### config.mk
export PLATFORM = sky130hd
export DESIGN_NAME = interval_bitwise_or_bounds_unit_flat
export DESIGN_NICKNAME = d
export VERILOG_FILES = /design/src/rtl/core/iobu_pkg.sv /design/src/rtl/core/iobu_req_if.sv /design/src/rtl/core/iobu_rsp_if.sv /design/src/rtl/core/interval_bitwise_or_bounds_unit.sv /design/src/flat_wrapper.sv
export VERILOG_INCLUDE_DIRS = /design/src /design/src/rtl/core
export SDC_FILE = /design/constraint.sdc
export NUM_CORES = 1
export LEC_CHECK = 0
export BUFFER_PORTS_ARGS = -buffer_cell sky130_fd_sc_hd__buf_4
export CAP_MARGIN = 20
export CORE_ASPECT_RATIO = 0.9
export CORE_MARGIN = 4
export CORE_UTILIZATION = 49
export DETAILED_ROUTE_END_ITERATION = 8
export PLACE_DENSITY = 0.68
export RECOVER_POWER = 50
export SYNTH_ARGS = -nofsm -noshare
export SYNTH_HDL_FRONTEND = slang
export SYNTH_SLANG_ARGS = --single-unit
### constraint.sdc
create_clock -name clk -period 8.98 [get_ports clk]
set_clock_uncertainty 0.15 [all_clocks]
set_input_delay 0.898 -clock clk [delete_from_list [all_inputs] [get_ports clk]]
set_output_delay 0.898 -clock clk [all_outputs]
set_load 0.02 [all_outputs]
### src/rtl/core/interval_bitwise_or_bounds_unit_assert.svh
// assertion macros for the interval bitwise or bounds unit
`ifndef INTERVAL_BITWISE_OR_BOUNDS_UNIT_ASSERT_SVH
`define INTERVAL_BITWISE_OR_BOUNDS_UNIT_ASSERT_SVH

// same-cycle implication, off while reset is high
`define IOBU_ASSERT_NOW(lbl, clk_s, rst_s, ante, cons) \
  lbl: assert property (@(posedge clk_s) disable iff (rst_s) (ante) |-> (cons)) \
    else $error("iobu check failed");

// next-cycle implication, off while reset is high
`define IOBU_ASSERT_NXT(lbl, clk_s, rst_s, ante, cons) \
  lbl: assert property (@(posedge clk_s) disable iff (rst_s) (ante) |=> (cons)) \
    else $error("iobu check failed");

`endif

### src/rtl/core/iobu_pkg.sv
// shared constants for the interval bitwise or bounds unit
package iobu_pkg;

  // default bound width
  localparam int DEF_WIDTH = 32;

  // operation codes on the func field
  localparam logic FUNC_UNSIGNED = 1'b0;
  localparam logic FUNC_SIGNED   = 1'b1;

endpackage

### src/rtl/core/iobu_req_if.sv
// request channel: func and the two input intervals
interface iobu_req_if #(
  parameter int WIDTH = iobu_pkg::DEF_WIDTH
);
  import iobu_pkg::*;

  logic             valid;
  logic             ready;
  logic             func;
  logic [WIDTH-1:0] a_lo;
  logic [WIDTH-1:0] a_hi;
  logic [WIDTH-1:0] b_lo;
  logic [WIDTH-1:0] b_hi;

  modport source (output valid, func, a_lo, a_hi, b_lo, b_hi, input ready);
  modport sink   (input valid, func, a_lo, a_hi, b_lo, b_hi, output ready);
endinterface

### src/rtl/core/iobu_rsp_if.sv
// response channel: bounds of the or result and the empty flag
interface iobu_rsp_if #(
  parameter int WIDTH = iobu_pkg::DEF_WIDTH
);
  import iobu_pkg::*;

  logic             valid;
  logic             ready;
  logic [WIDTH-1:0] r_lo;
  logic [WIDTH-1:0] r_hi;
  logic             r_empty;

  modport source (output valid, r_lo, r_hi, r_empty, input ready);
  modport sink   (input valid, r_lo, r_hi, r_empty, output ready);
endinterface

### src/rtl/core/interval_bitwise_or_bounds_unit.sv
// interval bitwise or bounds unit: tightest [r_lo,r_hi] holding x|y over two intervals
//
// The unit takes one request at a time. In unsigned mode (func = 0) it runs one
// bit-serial pass over the operands through the load, scan and join states; the
// result is registered in the join state, or in a done state if the output
// register is still full. In signed mode (func = 1) each interval is split into
// its negative and its non-negative part and all four part pairs get their own
// pass. Every pass runs on the single scan engine, which looks at one bit of
// each of the four operands per cycle, most significant bit first, and produces
// one bit of the least and one bit of the greatest or result. The result sits
// in an output register; a new request is taken as soon as the engine is idle,
// even while that register still waits for its transfer. An empty input (lo
// above hi, compared in the mode's signedness) gives r_empty = 1 with both
// bounds zero.
`include "interval_bitwise_or_bounds_unit_assert.svh"

module interval_bitwise_or_bounds_unit #(
  parameter int WIDTH = iobu_pkg::DEF_WIDTH
) (
  input logic        clk,
  input logic        rst,
  iobu_req_if.sink   req,
  iobu_rsp_if.source rsp
);
  import iobu_pkg::*;

  localparam int              CW       = $clog2(WIDTH);
  localparam logic [CW-1:0]   LAST_BIT = CW'(WIDTH - 1);

  localparam logic [2:0] ST_IDLE = 3'd0;
  localparam logic [2:0] ST_LOAD = 3'd1;
  localparam logic [2:0] ST_SCAN = 3'd2;
  localparam logic [2:0] ST_JOIN = 3'd3;
  localparam logic [2:0] ST_DONE = 3'd4;

  // control
  logic [2:0]    state;
  logic [CW-1:0] cnt;
  logic [1:0]    pair;     // [1] part of a, [0] part of b; 0 negative, 1 non-negative
  logic          any;      // hull holds at least one part result

  // request copy, rotated one bit per scan cycle so it is aligned again after a pass
  logic             sgn;
  logic [WIDTH-1:0] a_lo_q, a_hi_q, b_lo_q, b_hi_q;

  // scan operands, shifted out msb first
  logic [WIDTH-1:0] x_lo, x_hi, y_lo, y_hi;

  // per-pass bit results and the running hull
  logic [WIDTH-1:0] res_lo, res_hi;
  logic [WIDTH-1:0] acc_lo, acc_hi;

  // scan flags
  logic dab, dcd;          // prefixes of lo/hi already differ
  logic mbrk, mside;       // least-or search done; mside set when the b side moved
  logic xbrk;              // greatest-or search done
  logic ea_dec, ea_gt;     // serial compare a_lo against a_hi
  logic eb_dec, eb_gt;     // serial compare b_lo against b_hi
  logic lt_dec, lt_flag;   // new least bound below the hull low
  logic gt_dec, gt_flag;   // new greatest bound above the hull high
  logic out_signed;

  // combinational
  logic             bit_a, bit_b, bit_c, bit_d, msb;
  logic             min_brk_a, min_brk_c, min_bit, max_brk, max_bit;
  logic             part_i, part_j, pair_ok, last_pass, empty_now, out_free, out_load;
  logic [WIDTH-1:0] ld_x_lo, ld_x_hi, ld_y_lo, ld_y_hi;
  logic [WIDTH-1:0] fin_lo, fin_hi;
  logic             take_lo, take_hi;

  assign req.ready = (state == ST_IDLE);

  always_comb begin
    bit_a = x_lo[WIDTH-1];
    bit_b = x_hi[WIDTH-1];
    bit_c = y_lo[WIDTH-1];
    bit_d = y_hi[WIDTH-1];
    // sign bit is flipped for signed order compares
    msb   = (cnt == '0) && sgn;

    // least or: raise a zero bit of one low bound where the other has a one,
    // clearing everything below, as long as it stays within its high bound
    min_brk_a = !mbrk && !bit_a && bit_c && (dab || bit_b);
    min_brk_c = !mbrk && !(!bit_a && bit_c) && bit_a && !bit_c && (dcd || bit_d);
    min_bit   = mbrk ? (mside ? bit_a : bit_c) : (bit_a | bit_c);

    // greatest or: where both highs have a one, drop it in one and fill below
    // with ones, as long as that stays at or above its low bound
    max_brk = !xbrk && bit_b && bit_d && (dab || !bit_a || dcd || !bit_c);
    max_bit = xbrk | bit_b | bit_d;

    // part bounds for the coming pass; unsigned mode only ever uses pair zero
    part_i  = pair[1];
    part_j  = pair[0];
    ld_x_lo = (sgn && part_i && a_lo_q[WIDTH-1]) ? '0 : a_lo_q;
    ld_x_hi = (sgn && !part_i && !a_hi_q[WIDTH-1]) ? '1 : a_hi_q;
    ld_y_lo = (sgn && part_j && b_lo_q[WIDTH-1]) ? '0 : b_lo_q;
    ld_y_hi = (sgn && !part_j && !b_hi_q[WIDTH-1]) ? '1 : b_hi_q;

    // negative part exists when lo is negative, non-negative part when hi is not
    pair_ok = !sgn ||
              ((part_i ? !a_hi_q[WIDTH-1] : a_lo_q[WIDTH-1]) &&
               (part_j ? !b_hi_q[WIDTH-1] : b_lo_q[WIDTH-1]));
    last_pass = !sgn || (pair == 2'd3);
    empty_now = ea_gt | eb_gt;
    out_free  = !rsp.valid || rsp.ready;
    // finished result goes into the output register this cycle
    out_load  = (((state == ST_JOIN) && last_pass) || (state == ST_DONE)) && out_free;

    take_lo = pair_ok && (!any || lt_flag);
    take_hi = pair_ok && (!any || gt_flag);
    fin_lo  = (state == ST_JOIN && take_lo) ? res_lo : acc_lo;
    fin_hi  = (state == ST_JOIN && take_hi) ? res_hi : acc_hi;
  end

  // control state
  always_ff @(posedge clk) begin
    if (rst) begin
      state     <= ST_IDLE;
      cnt       <= '0;
      pair      <= '0;
      any       <= 1'b0;
      rsp.valid <= 1'b0;
    end else begin
      // a new result replaces the one leaving in the same cycle
      if (out_load) begin
        rsp.valid <= 1'b1;
      end else if (rsp.ready) begin
        rsp.valid <= 1'b0;
      end
      unique case (state)
        ST_IDLE: begin
          if (req.valid) begin
            pair  <= '0;
            any   <= 1'b0;
            state <= ST_LOAD;
          end
        end
        ST_LOAD: begin
          cnt   <= '0;
          state <= ST_SCAN;
        end
        ST_SCAN: begin
          cnt <= cnt + 1'b1;
          if (cnt == LAST_BIT) begin
            state <= ST_JOIN;
          end
        end
        ST_JOIN: begin
          if (pair_ok) begin
            any <= 1'b1;
          end
          if (!last_pass) begin
            pair  <= pair + 1'b1;
            state <= ST_LOAD;
          end else if (out_free) begin
            state <= ST_IDLE;
          end else begin
            state <= ST_DONE;
          end
        end
        ST_DONE: begin
          if (out_free) begin
            state <= ST_IDLE;
          end
        end
        default: begin
          state <= ST_IDLE;
        end
      endcase
    end
  end

  // datapath
  always_ff @(posedge clk) begin
    if (state == ST_IDLE && req.valid) begin
      sgn    <= (req.func == FUNC_SIGNED);
      a_lo_q <= req.a_lo;
      a_hi_q <= req.a_hi;
      b_lo_q <= req.b_lo;
      b_hi_q <= req.b_hi;
    end

    if (state == ST_LOAD) begin
      x_lo    <= ld_x_lo;
      x_hi    <= ld_x_hi;
      y_lo    <= ld_y_lo;
      y_hi    <= ld_y_hi;
      dab     <= 1'b0;
      dcd     <= 1'b0;
      mbrk    <= 1'b0;
      mside   <= 1'b0;
      xbrk    <= 1'b0;
      ea_dec  <= 1'b0;
      ea_gt   <= 1'b0;
      eb_dec  <= 1'b0;
      eb_gt   <= 1'b0;
      lt_dec  <= 1'b0;
      lt_flag <= 1'b0;
      gt_dec  <= 1'b0;
      gt_flag <= 1'b0;
    end

    if (state == ST_SCAN) begin
      x_lo   <= {x_lo[WIDTH-2:0], 1'b0};
      x_hi   <= {x_hi[WIDTH-2:0], 1'b0};
      y_lo   <= {y_lo[WIDTH-2:0], 1'b0};
      y_hi   <= {y_hi[WIDTH-2:0], 1'b0};
      a_lo_q <= {a_lo_q[WIDTH-2:0], a_lo_q[WIDTH-1]};
      a_hi_q <= {a_hi_q[WIDTH-2:0], a_hi_q[WIDTH-1]};
      b_lo_q <= {b_lo_q[WIDTH-2:0], b_lo_q[WIDTH-1]};
      b_hi_q <= {b_hi_q[WIDTH-2:0], b_hi_q[WIDTH-1]};
      acc_lo <= {acc_lo[WIDTH-2:0], acc_lo[WIDTH-1]};
      acc_hi <= {acc_hi[WIDTH-2:0], acc_hi[WIDTH-1]};
      res_lo <= {res_lo[WIDTH-2:0], min_bit};
      res_hi <= {res_hi[WIDTH-2:0], max_bit};

      dab <= dab | (bit_a ^ bit_b);
      dcd <= dcd | (bit_c ^ bit_d);
      if (min_brk_a || min_brk_c) begin
        mbrk  <= 1'b1;
        mside <= min_brk_c;
      end
      if (max_brk) begin
        xbrk <= 1'b1;
      end

      // emptiness of the request intervals, first differing bit decides
      if (!ea_dec && ((a_lo_q[WIDTH-1] ^ msb) != (a_hi_q[WIDTH-1] ^ msb))) begin
        ea_dec <= 1'b1;
        ea_gt  <= a_lo_q[WIDTH-1] ^ msb;
      end
      if (!eb_dec && ((b_lo_q[WIDTH-1] ^ msb) != (b_hi_q[WIDTH-1] ^ msb))) begin
        eb_dec <= 1'b1;
        eb_gt  <= b_lo_q[WIDTH-1] ^ msb;
      end

      // hull compares against the rotating accumulators
      if (!lt_dec && ((min_bit ^ msb) != (acc_lo[WIDTH-1] ^ msb))) begin
        lt_dec  <= 1'b1;
        lt_flag <= !(min_bit ^ msb);
      end
      if (!gt_dec && ((max_bit ^ msb) != (acc_hi[WIDTH-1] ^ msb))) begin
        gt_dec  <= 1'b1;
        gt_flag <= max_bit ^ msb;
      end
    end

    if (state == ST_JOIN) begin
      acc_lo <= fin_lo;
      acc_hi <= fin_hi;
    end

    if (out_load) begin
      rsp.r_lo    <= empty_now ? '0 : fin_lo;
      rsp.r_hi    <= empty_now ? '0 : fin_hi;
      rsp.r_empty <= empty_now;
      out_signed  <= sgn;
    end
  end

  // every pass starts with its searches and compares open
  `IOBU_ASSERT_NOW(a_pass_start, clk, rst, (state == ST_SCAN) && (cnt == '0), !mbrk && !xbrk && !ea_dec && !eb_dec)
  // a non-empty request always leaves at least one part pair in the hull
  `IOBU_ASSERT_NOW(a_hull_filled, clk, rst, (state == ST_JOIN) && last_pass && !empty_now, any || pair_ok)
  // bounds are ordered in the requested signedness
  `IOBU_ASSERT_NOW(a_bounds_order, clk, rst, rsp.valid && !rsp.r_empty, out_signed ? ($signed(rsp.r_lo) <= $signed(rsp.r_hi)) : (rsp.r_lo <= rsp.r_hi))
  // an empty result carries zero bounds
  `IOBU_ASSERT_NOW(a_empty_zero, clk, rst, rsp.valid && rsp.r_empty, (rsp.r_lo == '0) && (rsp.r_hi == '0))

endmodule
### src/flat_wrapper.sv
// flat-port wrapper written by rule: the top's interface ports become plain ports
module interval_bitwise_or_bounds_unit_flat import iobu_pkg::*;
#(
  parameter int WIDTH = iobu_pkg::DEF_WIDTH
)
  (clk, rst, req_valid, req_func, req_a_lo, req_a_hi, req_b_lo, req_b_hi, req_ready, rsp_valid, rsp_r_lo, rsp_r_hi, rsp_r_empty, rsp_ready);
  iobu_req_if #(.WIDTH(WIDTH)) req_i ();
  iobu_rsp_if #(.WIDTH(WIDTH)) rsp_i ();
  input logic clk;
  input logic rst;
  input wire logic [$bits(req_i.valid)-1:0] req_valid;
  input wire logic [$bits(req_i.func)-1:0] req_func;
  input wire logic [$bits(req_i.a_lo)-1:0] req_a_lo;
  input wire logic [$bits(req_i.a_hi)-1:0] req_a_hi;
  input wire logic [$bits(req_i.b_lo)-1:0] req_b_lo;
  input wire logic [$bits(req_i.b_hi)-1:0] req_b_hi;
  output wire logic [$bits(req_i.ready)-1:0] req_ready;
  output wire logic [$bits(rsp_i.valid)-1:0] rsp_valid;
  output wire logic [$bits(rsp_i.r_lo)-1:0] rsp_r_lo;
  output wire logic [$bits(rsp_i.r_hi)-1:0] rsp_r_hi;
  output wire logic [$bits(rsp_i.r_empty)-1:0] rsp_r_empty;
  input wire logic [$bits(rsp_i.ready)-1:0] rsp_ready;
  assign req_i.valid = req_valid;
  assign req_i.func = req_func;
  assign req_i.a_lo = req_a_lo;
  assign req_i.a_hi = req_a_hi;
  assign req_i.b_lo = req_b_lo;
  assign req_i.b_hi = req_b_hi;
  assign req_ready = req_i.ready;
  assign rsp_valid = rsp_i.valid;
  assign rsp_r_lo = rsp_i.r_lo;
  assign rsp_r_hi = rsp_i.r_hi;
  assign rsp_r_empty = rsp_i.r_empty;
  assign rsp_i.ready = rsp_ready;
  interval_bitwise_or_bounds_unit #(.WIDTH(WIDTH)) u_core (.clk(clk), .rst(rst), .req(req_i), .rsp(rsp_i));
endmodule
Yosys cells after proc, flatten, opt, wreduce, memory -nomap -nowiden
Index checks and enable logic that the tools add are counted.
{"block": "word_totals", "ff_bits": 475, "input_bits": 133, "output_inout_bits": 67, "elab_cells": 223}
{"block": "classes", "n_addsub": 2, "eq_ne": 15, "mux": 81, "bitwise_logic": 16, "n_reduce_logical": 71}
{"cell": "2-to-1 mux 32 bit", "count": 26}
{"cell": "2-to-1 mux 1 bit", "count": 44}
{"cell": "logical AND 1 bit", "count": 32}
{"cell": "logical NOT 1 bit", "count": 17}
{"cell": "2-to-1 mux 3 bit", "count": 5}
{"cell": "case mux 3 bit (5 select lines)", "count": 1}
{"cell": "logical OR 1 bit", "count": 12}
{"cell": "case mux 5 bit (2 select lines)", "count": 1}
{"cell": "nonzero test 2 bit", "count": 5}
{"cell": "bitwise XOR 1 bit", "count": 10}
{"cell": "AND reduction 3 bit", "count": 3}
{"cell": "equality test 3 x 2 -> 1 bit, second input constant", "count": 2}
{"cell": "inequality test 2 x 1 -> 1 bit, second input constant", "count": 3}
{"cell": "OR 1 bit", "count": 6}
{"cell": "adder 5 x 1 -> 5 bit, second input constant", "count": 1}
{"cell": "equality test 5 bit, second input constant", "count": 1}
{"cell": "logical NOT 5 bit", "count": 1}
{"cell": "2-to-1 mux 2 bit", "count": 2}
{"cell": "inequality test 1 bit", "count": 4}
{"cell": "inequality test 2 bit, second input constant", "count": 2}
{"cell": "case mux 2 bit (2 select lines)", "count": 1}
{"cell": "equality test 3 x 1 -> 1 bit, second input constant", "count": 1}
{"cell": "equality test 3 bit, second input constant", "count": 1}
{"cell": "logical NOT 3 bit", "count": 1}
{"cell": "3 further kinds", "count": 3}

Longest topological paths before layout
{"block": "logic_depth", "word_depth": 10, "ltp_mapped": 7, "ltp_nobuf": 6}

Worst setup path before layout
No wires, ideal clock.
{"block": "synth_path", "path_type": "flip-flop to flip-flop", "startpoint": "register u_core.state[2]", "endpoint": "register u_core.rsp.r_empty, enable pin", "setup_time_ns": 0.495, "arrival_ns": 4.034, "required_ns": 8.335, "slack_ns": 4.301, "stages_incl_launch_ff": 6, "path_buffers": 2, "synth_period_minus_slack_ns": 4.679, "path_cell_list": "dfxtp_1 and3b_1 clkbuf_1 clkbuf_1 a22oi_1 nor2b_1"}
{"block": "synth_via", "elab_chain_cells": 4, "word_cells_on_any_way": 5, "classes_between": "eq/ne (2); reduce/logical (3)"}
{"element": "start: declaration", "line": "interval_bitwise_or_bounds_unit.sv:37", "rtl": "logic [2:0] state;"}
{"element": "start signal: assignment", "line": "interval_bitwise_or_bounds_unit.sv:119", "rtl": "state <= ST_IDLE;"}
{"element": "start signal: assignment", "line": "interval_bitwise_or_bounds_unit.sv:136", "rtl": "state <= ST_LOAD;"}
{"element": "start signal: assignment", "line": "interval_bitwise_or_bounds_unit.sv:141", "rtl": "state <= ST_SCAN;"}
{"element": "equality test 3 x 2 -> 1 bit", "line": "interval_bitwise_or_bounds_unit.sv:108", "rtl": "out_load = (((state == ST_JOIN) && last_pass) || (state == ST_DONE)) && out_free;"}
{"element": "logical AND 1 bit", "line": "interval_bitwise_or_bounds_unit.sv:108"}
{"element": "logical OR 1 bit (*)", "line": "interval_bitwise_or_bounds_unit.sv:108"}
{"element": "logical AND 1 bit (*)", "line": "interval_bitwise_or_bounds_unit.sv:108"}
{"element": "net u_core.out_load", "line": "interval_bitwise_or_bounds_unit.sv:66", "rtl": "logic part_i, part_j, pair_ok, last_pass, empty_now, out_free, out_load;"}
{"element": "end signal: assignment", "line": "interval_bitwise_or_bounds_unit.sv:257", "rtl": "rsp.r_empty <= empty_now;"}
{"element": "end: declaration", "line": "iobu_rsp_if.sv:13", "rtl": "modport source (output valid, r_lo, r_hi, r_empty, input ready);"}
Mark *: on every way through the listed nets, which the timed path passes. The rest lies on a longest branch.
A chain may end at the register's enable or synchronous reset.

Worst setup path in the final report
{"block": "layout_path", "startpoint": "register u_core.state[2]", "endpoint": "register u_core.gt_flag"}
{"block": "layout_via", "elab_chain_cells": 4, "word_cells_on_any_way": 5, "classes_between": "eq/ne (2); mux (3)"}
{"element": "equality test 3 x 1 -> 1 bit", "line": "interval_bitwise_or_bounds_unit.sv:184", "rtl": "if (state == ST_LOAD) begin"}
{"element": "2-to-1 mux 1 bit", "line": "interval_bitwise_or_bounds_unit.sv:184"}
{"element": "2-to-1 mux 1 bit", "line": "interval_bitwise_or_bounds_unit.sv:243", "rtl": "if (!gt_dec && ((max_bit ^ msb) != (acc_hi[WIDTH-1] ^ msb))) begin"}
{"element": "2-to-1 mux 1 bit (*)", "line": "interval_bitwise_or_bounds_unit.sv:204", "rtl": "if (state == ST_SCAN) begin"}
{"element": "end signal: assignment", "line": "interval_bitwise_or_bounds_unit.sv:245", "rtl": "gt_flag <= max_bit ^ msb;"}
{"element": "end: declaration", "line": "interval_bitwise_or_bounds_unit.sv:60", "rtl": "logic gt_dec, gt_flag;"}
Mark *: on every way between the ends. The rest lies on a longest branch, timed or not.

==> metrics.md <==
| Metric | Value |
|---|---|
| Outcome | `finished with violations` |
| Violated checks | `capacitance limit, slew limit` |
| Leakage power total | `10.1 nW` |
| Gpl congestion | `0.750` |
| Sequential element share of the synthesized area | `66.4%` |
| Netlist cell types | `53` |
| Post-route setup TNS | `0 ns` |
| Worst-path clk slew | `around 0.070 ns` |
| Largest net degree at the start of global routing | `155` |
| #FFs+latches synth | `475` |
| Initial antenna violation count | `1` |
| Crit path max-delay family | `buffers and inverters` |
| IO Pins | `200` |
| Worst hold path endpoint | `u_core.ea_dec` |
| Wire per inst | `16.3 um` |
| Post-synth EDFFs | `448` |
| R2R setup slack | `around 3.0 ns` |
| Power Dens Cells | `268 nW/um^2` |
| Fmax achieved | `169 MHz` |
| Via count | `between 10000 and 15000` |
| Port bufs | `around 200` |
| First-pass GRT wire length | `68000 um` |
| Rel. slew slack | `-169%` |
| Clock sink count | `475` |
| Die Ht | `approximately 200 um` |
| Full die area | `46400 um^2` |
| Fillcell total | `3584` |
| Finish-stage setup viols | `0` |
| Slew Limit Fails | `about 310` |
| Row cnt | `71` |
| Max Root-Sink Buffers | `3` |
| Worst r2r src | `u_core.state[2]` |
| Post-Route WL | `41900 um` |
| Routed vias/inst | `5.26` |
| Critical path required time | `just over 9 ns` |
| Cell Area, Placed | `22900 um^2` |
| Residual DRC | `0` |
| H-tree Lvls | `2` |
| Drt first-iter violations | `1260` |
| Slowest cell on crit path | `clkbuf_1` |
| Worst r2r dst | `u_core.gt_flag` |
| P&R area growth vs syn | `14.6%` |
| Prevailing post-synth register cell | `edfxtp_1` |
| Critical-path cell list | `or3b_1, clkbuf_1, nor2_1, a31o_2, a211oi_1` |
| Syn Inst Count | `1832` |
| Min-delay worst type | `flip-flop to flip-flop` |
| Crit path DAT | `between 6 and 7 ns` |
| WHS Path Cells | `1` |
| Diodes inserted | `0` |
| CP Buf/Inv Count | `1` |
| Vias in the first global route | `about 13000` |
| Post-CTS Resized | `0` |
| Max IR drop VDD | `about 120 uV` |
| Worst setup startpoint | `u_core.state[2]` |
| Post-CTS Setup Bufs | `0` |
| Post-CTS Hold Fix Bufs | `0` |
| Initial Util | `50.1%` |
| R2r worst-path depth | `5` |
| CTS tree | `done` |
| Max stage delay on crit path | `2.88 ns` |
| Synthesized area per cell | `11.5 um^2` |
| Asr flop ratio synth | `0%` |
| Total GRT Usage | `17.8%` |
| Cell area after layout | `24200 um^2` |
| Fin crit period | `between 5 and 6 ns` |
| Layout Nets | `2118` |
| Layout cells sized above 1 | `12.3%` |
| Synth Net Count | `1969` |
| Total of max-cap violations | `4` |
| CORE AREA | `~42000 um^2` |
| Commonest non-fill, non-tap cells in the layout | `830 x nand2_1, 448 x edfxtp_1, 145 x buf_4, 82 x clkbuf_1, 69 x o21ai_0` |
| Commonest non-fill, non-tap cell in the layout | `nand2_1` |
| CP Capture Type | `flip-flop` |
| Synthesized area | `roughly 21000 um^2` |
| Clock Latency Late Sink | `0.57 ns` |
| Final period util | `roughly 66%` |
| Setup CP Type | `flip-flop to flip-flop` |
| Hold Crit Start | `u_core.ea_dec` |
| CTS buffer count | `between 40 and 50` |
| Dpl hpwl | `25100 um` |
| Max FO, Critical Path | `102` |
| Worst slew pin tran | `4.03 ns` |
| RSZ-0062 raised after global routing | `no` |
| Fin Hold WS | `between 0.3 and 0.4 ns` |
| CP startpoint kind | `flip-flop` |
| Final hold vios | `0` |
| Clock Tree Root | `clkbuf_16` |
| Grt total ovfl | `0` |
| Synth warn | `0` |
| Antenna Violating Nets Remaining | `0` |
| First-pass detailed-route iteration total | `5` |
| Die Wd | `227 um` |
-- kinds of logic after synthesis --
logic type	after synthesis	share of synthesized area, %
buf+inv	134	2.93
xor+xnor	7	0.291
fa+ha+maj	4	0.237
mux	131	7.60
flops	475	66.4
simple gates	904	16.7
compound gates	177	5.85
-- power breakdown --
group | total [W] | internal, W | switching [W] | leakage, nW
Combinational | 0.00116 | 0.000411 | 0.000744 | 4.83
Sequential | 0.00318 | 0.00299 | 0.000195 | 4.46
Clock | 0.00213 | 0.00128 | 0.000844 | 0.820
-- how the worst max path moves through the flow --
stage / end / slack, ns / depth (start not counted)
after floorplan: u_core.rsp.r_empty / 4.30 / 5
after global placement: u_core.y_lo[11] / 4.68 / 5
after detailed placement: u_core.x_lo[11] / 4.55 / 5
after CTS: u_core.y_lo[13] / 4.57 / 5
after global routing: u_core.gt_flag / 2.15 / 5
final: u_core.gt_flag / 3.05 / 5
-- layout make-up --
type / instances / area, um^2 / area share (%)
sequential: 475 / 14000 / 57.9
multi-input combinational: 1223 / 6330 / 26.2
timing repair buffer: 218 / 1390 / 5.75
clock buffer: 63 / 1330 / 5.51
tap: 547 / 684 / 2.83
clock inverter: 29 / 368 / 1.52
inverter: 14 / 62.6 / 0.259
-- per-layer routing --
layer  global-route usage [%]  vias up  share of wire, %
li1                         -     6647                 -
met5                        0        -             0.019
met1                     26.4     6464                48
met2                     27.4      356                45
met4                     4.57        2               1.8
met3                     3.27       49               5.5
-- metrics by stage --
stage | worst slack, ns | instances | total power (W) | utilization (%)
after CTS | 4.57 | 2568 | 0.00654 | 58.5
after global placement | 4.68 | 2476 | 0.00436 | 54.4
after global routing | 2.15 | 2569 | 0.00681 | 57.4
final | 3.05 | 2569 | 0.00646 | 57.4
after floorplan | 4.30 | 1832 | 0.00406 | -
after detailed placement | 4.55 | 2476 | 0.00441 | 54.4
-- Yosys cell counts (3+ instances only) --
cell / n / area, um^2
a211oi_1: 4 / 30.0
mux2_2: 9 / 101
nor2b_1: 5 / 31.3
xnor2_1: 5 / 43.8
nor4b_1: 6 / 52.6
nand3_1: 7 / 35.0
buf_6: 7 / 78.8
mux2i_1: 66 / 661
clkbuf_1: 62 / 233
nor3_1: 13 / 65.1
dfxtp_1: 27 / 541
a31oi_1: 4 / 25.0
buf_2: 44 / 220
a22o_1: 63 / 552
ha_1: 4 / 50.1
o31ai_1: 3 / 22.5
o21ai_0: 69 / 345
mux2_4: 56 / 841
inv_1: 13 / 48.8
nor2_1: 25 / 93.8
nand2_1: 830 / 3120
edfxtp_1: 448 / 13500
buf_1: 4 / 15.0
nand2b_1: 4 / 25.0
a21oi_1: 13 / 65.1
a22oi_1: 6 / 45.0
Power figures use the tool's default switching activity.
